## config.mk

```make
export PLATFORM = sky130hd
export DESIGN_NAME = hex_record_to_flash_writes
export DESIGN_NICKNAME = d
export VERILOG_FILES = /design/src/rtl/hrfw_pkg.sv /design/src/rtl/hex_record_to_flash_writes.sv
export SDC_FILE = /design/constraint.sdc
export NUM_CORES = 1
export LEC_CHECK = 0
export ABC_AREA = 1
export BUFFER_PORTS_ARGS = -buffer_cell sky130_fd_sc_hd__buf_2
export CORE_MARGIN = 2
export CORE_UTILIZATION = 37
export DETAILED_ROUTE_END_ITERATION = 7
export MAX_ROUTING_LAYER = met4
export PLACE_DENSITY = 0.56
export SLEW_MARGIN = 20
export SYNTH_ARGS = -nofsm -noshare
export SYNTH_HDL_FRONTEND = slang
export SYNTH_SLANG_ARGS = --single-unit
```

## constraint.sdc

```tcl
create_clock -name clk -period 4.1 [get_ports clk]
set_clock_uncertainty 0.2 [all_clocks]
set_input_delay 0.41 -clock clk [delete_from_list [all_inputs] [get_ports clk]]
set_output_delay 0.41 -clock clk [all_outputs]
set_load 0.1 [all_outputs]
```

## src/rtl/hrfw_pkg.sv

```systemverilog
// Shared types, constants and digit decoding for the hex record to flash write converter.
package hrfw_pkg;

  // Widths of the stream payloads and of the parser counters.
  localparam int CHAR_W  = 8;
  localparam int ADDR_W  = 32;
  localparam int HALF_W  = 16;
  localparam int POS_W   = 10;
  localparam int COUNT_W = 8;
  localparam int INDEX_W = 7;

  // Character position handling.
  localparam logic [POS_W-1:0] POS_MAX         = 10'd1023;
  localparam logic [POS_W-1:0] POS_COUNT_HI    = 10'd1;
  localparam logic [POS_W-1:0] POS_COUNT_LO    = 10'd2;
  localparam logic [POS_W-1:0] POS_ADDR_FIRST  = 10'd3;
  localparam logic [POS_W-1:0] POS_ADDR_LAST   = 10'd6;
  localparam logic [POS_W-1:0] POS_TYPE        = 10'd8;
  localparam logic [POS_W-1:0] POS_DATA_FIRST  = 10'd9;

  // ASCII codes used by the decoder.
  localparam logic [CHAR_W-1:0] ASCII_ZERO        = 8'd48;
  localparam logic [CHAR_W-1:0] ASCII_NINE        = 8'd57;
  localparam logic [CHAR_W-1:0] HEX_LETTER_OFFSET = 8'd55;
  localparam logic [CHAR_W-1:0] REC_TYPE_DATA     = 8'd48;

  // Reset value of the upper address half.
  localparam logic [HALF_W-1:0] ADDR_HIGH_RESET = 16'h0800;

  // Nibble slot of a data character within its four-character halfword group.
  typedef enum logic [1:0] {
    SLOT_LO_HI = 2'd0,
    SLOT_LO_LO = 2'd1,
    SLOT_HI_HI = 2'd2,
    SLOT_HI_LO = 2'd3
  } nibble_slot_t;

  // Decimal digits map directly; any other character is taken as a hex letter.
  function automatic logic [3:0] nibble_of(input logic [CHAR_W-1:0] c);
    logic [CHAR_W-1:0] diff;
    begin
      if (c >= ASCII_ZERO && c <= ASCII_NINE) begin
        diff = c - ASCII_ZERO;
      end else begin
        diff = c - HEX_LETTER_OFFSET;
      end
      return diff[3:0];
    end
  endfunction

endpackage

```

## src/rtl/hex_record_to_flash_writes.sv

```systemverilog
// Top level: parses Intel HEX characters and emits flash halfword writes.

// One character word is taken per clock with no gaps needed: the parser state
// updates on the accepting edge, and a halfword write is captured in the output
// register on that same edge and offered on the output from the next cycle, so
// sustained throughput is one character per cycle. The input stalls only while
// the output register holds an untaken word. s_axis_tuser high marks the colon
// character that opens a record.
// Data records (type '0') emit one write per four data characters, at address
// {cfg_data register, record address} + 2 * halfword number, with tlast on the
// final halfword of the record. Other record types and the checksum produce
// nothing; an odd trailing byte is dropped. The upper address register resets
// to 0x0800 and should be written only while the block is idle.
module hex_record_to_flash_writes
  import hrfw_pkg::*;
(
  input  logic              clk,
  input  logic              rst,
  // Configuration write channel: upper 16 address bits.
  input  logic              cfg_valid,
  output logic              cfg_ready,
  input  logic [HALF_W-1:0] cfg_data,
  // Input characters.
  input  logic              s_axis_tvalid,
  output logic              s_axis_tready,
  input  logic [CHAR_W-1:0] s_axis_tdata,   // [7:0] character
  input  logic              s_axis_tuser,   // [0] record_start
  // Output flash writes.
  output logic              m_axis_tvalid,
  input  logic              m_axis_tready,
  output logic [47:0]       m_axis_tdata,   // [31:0] write_address, [47:32] halfword
  output logic              m_axis_tlast    // last_of_record
);

  // Parser state.
  logic [HALF_W-1:0]  address_high_half;
  logic [POS_W-1:0]   char_position;
  logic [COUNT_W-1:0] byte_count;
  logic [HALF_W-1:0]  address_low_half;
  logic [HALF_W-1:0]  halfword_accumulator;
  logic               data_record_flag;
  logic [INDEX_W-1:0] halfword_index;

  logic [POS_W-1:0]   char_position_next;
  logic [COUNT_W-1:0] byte_count_next;
  logic [HALF_W-1:0]  address_low_half_next;
  logic [HALF_W-1:0]  halfword_accumulator_next;
  logic               data_record_flag_next;
  logic [INDEX_W-1:0] halfword_index_next;

  logic               in_accept;
  logic [3:0]         digit;
  logic [INDEX_W-1:0] half_count;
  nibble_slot_t       slot;
  logic               emit;
  logic [ADDR_W-1:0]  emit_address;
  logic               emit_last;

  // Output register.
  logic [ADDR_W-1:0]  out_address;
  logic [HALF_W-1:0]  out_halfword;
  logic               out_last;
  logic               out_valid;

  assign cfg_ready     = 1'b1;
  assign s_axis_tready = !out_valid || m_axis_tready;
  assign in_accept     = s_axis_tvalid && s_axis_tready;
  assign digit         = nibble_of(s_axis_tdata);
  assign half_count    = byte_count[COUNT_W-1:1];

  // Next position and the slot it lands on (data start is 9, so slot is pos - 1 mod 4).
  always_comb begin
    if (char_position != POS_MAX) begin
      char_position_next = char_position + 10'd1;
    end else begin
      char_position_next = char_position;
    end
    slot = nibble_slot_t'(char_position_next[1:0] + 2'd3);
  end

  // Field decode and halfword assembly for one character.
  always_comb begin
    byte_count_next           = byte_count;
    address_low_half_next     = address_low_half;
    halfword_accumulator_next = halfword_accumulator;
    data_record_flag_next     = data_record_flag;
    halfword_index_next       = halfword_index;
    emit                      = 1'b0;
    if (char_position_next == POS_COUNT_HI) begin
      byte_count_next = {digit, 4'h0};
    end else if (char_position_next == POS_COUNT_LO) begin
      byte_count_next = {byte_count[7:4], digit};
    end else if (char_position_next >= POS_ADDR_FIRST &&
                 char_position_next <= POS_ADDR_LAST) begin
      address_low_half_next = {address_low_half[11:0], digit};
    end else if (char_position_next == POS_TYPE) begin
      data_record_flag_next = (s_axis_tdata == REC_TYPE_DATA);
    end else if (char_position_next >= POS_DATA_FIRST) begin
      case (slot)
        SLOT_LO_HI: halfword_accumulator_next[7:4]   = digit;
        SLOT_LO_LO: halfword_accumulator_next[3:0]   = digit;
        SLOT_HI_HI: halfword_accumulator_next[15:12] = digit;
        SLOT_HI_LO: halfword_accumulator_next[11:8]  = digit;
        default:    halfword_accumulator_next        = halfword_accumulator;
      endcase
      if (slot == SLOT_HI_LO && data_record_flag && halfword_index < half_count) begin
        emit                = 1'b1;
        halfword_index_next = halfword_index + 7'd1;
      end
    end
  end

  // Flash address and end-of-record flag for the halfword being emitted.
  assign emit_address = {address_high_half, address_low_half} +
                        {{(ADDR_W-INDEX_W-1){1'b0}}, halfword_index, 1'b0};
  assign emit_last    = (halfword_index + 7'd1) == half_count;

  // Configuration register.
  always_ff @(posedge clk) begin
    if (rst) begin
      address_high_half <= ADDR_HIGH_RESET;
    end else if (cfg_valid && cfg_ready) begin
      address_high_half <= cfg_data;
    end
  end

  // Parser state update on each accepted character word.
  always_ff @(posedge clk) begin
    if (rst) begin
      char_position        <= '0;
      byte_count           <= '0;
      address_low_half     <= '0;
      halfword_accumulator <= '0;
      data_record_flag     <= 1'b0;
      halfword_index       <= '0;
    end else if (in_accept) begin
      if (s_axis_tuser) begin
        char_position        <= '0;
        data_record_flag     <= 1'b0;
        halfword_accumulator <= '0;
        halfword_index       <= '0;
      end else begin
        char_position        <= char_position_next;
        byte_count           <= byte_count_next;
        address_low_half     <= address_low_half_next;
        halfword_accumulator <= halfword_accumulator_next;
        data_record_flag     <= data_record_flag_next;
        halfword_index       <= halfword_index_next;
      end
    end
  end

  // Output register valid: set by an emitting word, cleared when taken.
  always_ff @(posedge clk) begin
    if (rst) begin
      out_valid <= 1'b0;
    end else if (in_accept) begin
      out_valid <= emit && !s_axis_tuser;
    end else if (m_axis_tready) begin
      out_valid <= 1'b0;
    end
  end

  // Output payload.
  always_ff @(posedge clk) begin
    if (in_accept && emit && !s_axis_tuser) begin
      out_address  <= emit_address;
      out_halfword <= halfword_accumulator_next;
      out_last     <= emit_last;
    end
  end

  assign m_axis_tvalid = out_valid;
  assign m_axis_tdata  = {out_halfword, out_address};
  assign m_axis_tlast  = out_last;

`ifndef SYNTHESIS
  // The halfword number never runs past half the byte count.
  a_index_bounded: assert property (@(posedge clk) disable iff (rst)
    halfword_index <= half_count)
    else $error("halfword index beyond byte count");

  // A record start clears the position and the halfword number.
  a_start_clears: assert property (@(posedge clk) disable iff (rst)
    (in_accept && s_axis_tuser) |=> (char_position == '0 && halfword_index == '0))
    else $error("record start did not clear parser state");

  // A new output word only follows an accepted character.
  a_out_from_input: assert property (@(posedge clk) disable iff (rst)
    $rose(m_axis_tvalid) |-> $past(in_accept))
    else $error("output word appeared without an input word");
`endif

endmodule
```

==> reports/metrics.cfg <==
[floorplan]
dieArea_mm2=0.0188
start_util_pct=37.9
core_mm2=0.0173
fp.dieW_um=137
dieHeight_um=137
num_rows=48
pin_count=82

[power]
swShare_pct=24.4
pwr-share-comb_pct=5.7
pwr-share-clk_pct=50.5
total_power_mw=2.97
intPower_mw=2.25
net-switching-power_mw=0.723
ir_drop_mv=0.304
powerDensity_mw_per_mm2=380
leakage_nw=3.46
pwr-share-seq_pct=43.8

[job]
maxCapViolCount=0

[synthesis]
yosysSeqAreaShare_pct=45.0
avgSynthCellArea_um2=7.65
synthTopCellsByArea=dfxtp_1 (23%), edfxtp_1 (22%), nand2_1 (12%), inv_1 (5.9%), a21oi_1 (4.8%)
ys_ff_latch=123
synth_cell_types=41
synth_top_area_share_pct=22.6
syn_nets=911
netlist_instances=858
netlist_area_mm2=0.00656
synth_top_cell_by_area=dfxtp_1
yosysWarnings=0

[layout]
drive_gt1_share_pct=14.1
area_delta_synth_final_pct=19.2
fillers=1748
num_antenna_cells=0
finalNetCount=995

[clock_network]
cts-root-buf=clkbuf_16
post_cts.repair.setup_buffers=0
cts_buffers=17
path_clk_slew_ns=0.06
htreeDepth=4
clk_path_buf_depth=2
clock-sinks=123
clk_latency_ns=0.42
cts_tree=built

[routing]
ant_nets=0
drc=0
finalWirelength_mm=16.1
first_pass_iters=5
drt_iter0_drc=367
vias_per_cell=4.81
wl_per_cell_um=13.7
num_vias=5677

[setup_path]
cp.required_ns=4.05
crit_start=char_position[0]
critPathMaxStageDelay_ns=0.43
path_cells=ha_1, nand2_2, nor2_4, nand3_2, nand2_2, nand2_1, nor2_1, nand3_1, nand3_1, clkinvlp_4, buf_12
regToRegStartpoint=char_position[0]
cp-start-kind=flop
slowest_stage=dfxtp_1
r2r-end=out_halfword[4]
worstSetupEndpointType=flop
path_class=flop to flop
reg2regPathDepth=11
r2r_slack_ns=0.73
critPathArrivalTime_ns=3.32
path_max_fanout=40

[global_route]
grt_pass1_wl_mm=26.3
grt_usage_pct=18.7
top_usage_layer=met2
use_met3_pct=4.64
overflow=0
antenna_found_initial=0
grt.met1_usage_pct=22.7
use_met2_pct=30.5
grt_max_degree=41
first_global_vias=5410

[hold_path]
hold_end=address_high_half[2]
hold_depth=3
hold_start=cfg_data[2]
hp-class=primary input to flop

[outcome]
status=completed

[timing]
layout_min_cycle_time_ns=3.37
setup_ws_ns=0.730
slew_violations=0
fin_tns_setup_ns=0
max_slew_margin_pct=49.7
fmax_ghz=0.297
fin_crit_sh_pct=82.2
setup-violations-final=0
grt_setup_unrepaired=no
worst_slew_pin_slew_ns=0.752
timing_hold_violations_final=0

[placed_design]
hpwl_mm=12.0
place_ws_ns=0.762
io_buffers=80
gp_congestion=0.881

==> how the worst max path moves through the flow <==
| stage | endpoint | slack, ns |
|---|---|---|
| 6_report | out_halfword[4] | 0.73 |
| 5_1_grt | out_halfword[4] | 0.42 |
| 4_1_cts | out_address[28] | 0.75 |
| 3_5_place_dp | out_address[19] | 0.76 |
| 3_3_place_gp | out_address[19] | 0.86 |
| 2_1_floorplan | m_axis_tlast | 0.35 |
==> synthesized netlist by cell type, drive strengths merged <==
| cell type | n |
|---|---|
| o22ai | 3 |
| nand2 | 212 |
| buf | 8 |
| clkbuf | 17 |
| nand3 | 63 |
| o32ai | 1 |
| o221ai | 1 |
| clkinv | 1 |
| a21boi | 3 |
| edfxtp | 49 |
| or2 | 3 |
| a32o | 1 |
| nor3 | 24 |
| inv | 105 |
| dfxtp | 74 |
| o211ai | 4 |
| a21oi | 63 |
| ha | 22 |
| a31oi | 1 |
| a211oi | 2 |
| nor2 | 87 |
| o21bai | 2 |
| fa | 1 |
| conb | 1 |
| o21ai | 41 |
| xnor2 | 9 |
| xor2 | 30 |
| nand4 | 18 |
| nand3b | 1 |
| and2 | 6 |
| nor4 | 5 |
==> layout make-up <==
cell class	instances	area (um2)	share of cell area, %
Inverter	106	402	5.14
Tap cell	225	282	3.60
Sequential cell	123	2950	37.8
Timing Repair Buffer	90	490	6.27
Clock inverter	14	161	2.06
Clock buffer	18	429	5.49
Multi-Input combinational cell	604	3100	39.7
==> worst max-delay path, delay by kind of cell, from the launching register on <==
kind,cells,cell delay [ns]
and+or+nand+nor,8,1.59
buffers and inverters,2,0.59
DFF,1,0.43
adders and majority gates,1,0.23
==> metal layers <==
metal / up-vias / wire (um)
met4: 0 / 187
met5: - / 0
met1: 2545 / 7420
li1: 2995 / -
met2: 119 / 7910
met3: 18 / 613
==> logic make-up after synthesis <==
logic type | share of synthesized area [%]
compound gates | 9.99
xor+xnor | 5.20
fa+ha+maj | 4.50
buf+inv | 7.78
flops | 45.0
other cells | 0.0571
simple gates | 27.5
==> registers in the layout (all words and copies together), names as in the netlist, 7 cells and up <==
| signal | cells |
|---|---|
| halfword_index | 7 |
| byte_count | 7 |
| address_low_half | 16 |
| out_address | 32 |
| out_halfword | 16 |
| char_position | 10 |
| address_high_half | 16 |
| halfword_accumulator | 16 |
==> power by group through the flow <==
| stage | Sequential [mW] | Combinational, mW | Clock (mW) |
|---|---|---|---|
| after global placement | 1.33 | 0.168 | 0 |
| after CTS | 1.30 | 0.170 | 1.53 |
| final | 1.30 | 0.168 | 1.50 |
| after global routing | 1.30 | 0.191 | 1.59 |
| after detailed placement | 1.33 | 0.169 | 0 |
| after floorplan | 1.32 | 0.112 | 0 |
==> cell usage in the layout, fill, tap and decap left out, drive strengths merged <==
cell         count
a21boi           3
o211ai           4
nor2            87
ha              22
o22ai            3
conb             1
bufinv           2
a21oi           63
buf             89
nor3            24
clkbuf          18
nand2          212
a32o             1
a211oi           2
dlygate4sd3      1
clkinvlp         3
nand3b           1
o21ai           41
or2              3
edfxtp          49
o221ai           1
fa               1
clkinv           5
xor2            30
dfxtp           74
a31oi            1
xnor2            9
o21bai           2
nand4           18
and2             6
nand3           63
o32ai            1
inv            110
nor4             5
==> through the flow <==
step	cells	hold WS, ns	instance area (um2)	util [%]
final	1180	0.0141	7820	45.2
after global routing	1180	0.00552	7820	45.2
after CTS	1180	0.00227	7820	45.2
after detailed placement	1147	0.256	7220	41.7
after global placement	1147	0.255	7220	41.7
after floorplan	858	0.232	6570	-
==> timing repair <==
item / CTS / global route
hold buffers: 1 / 0
endpoints found under the hold margin: 1 / 0
resized for setup: 0 / 0
(Power assumes the default switching activity.)
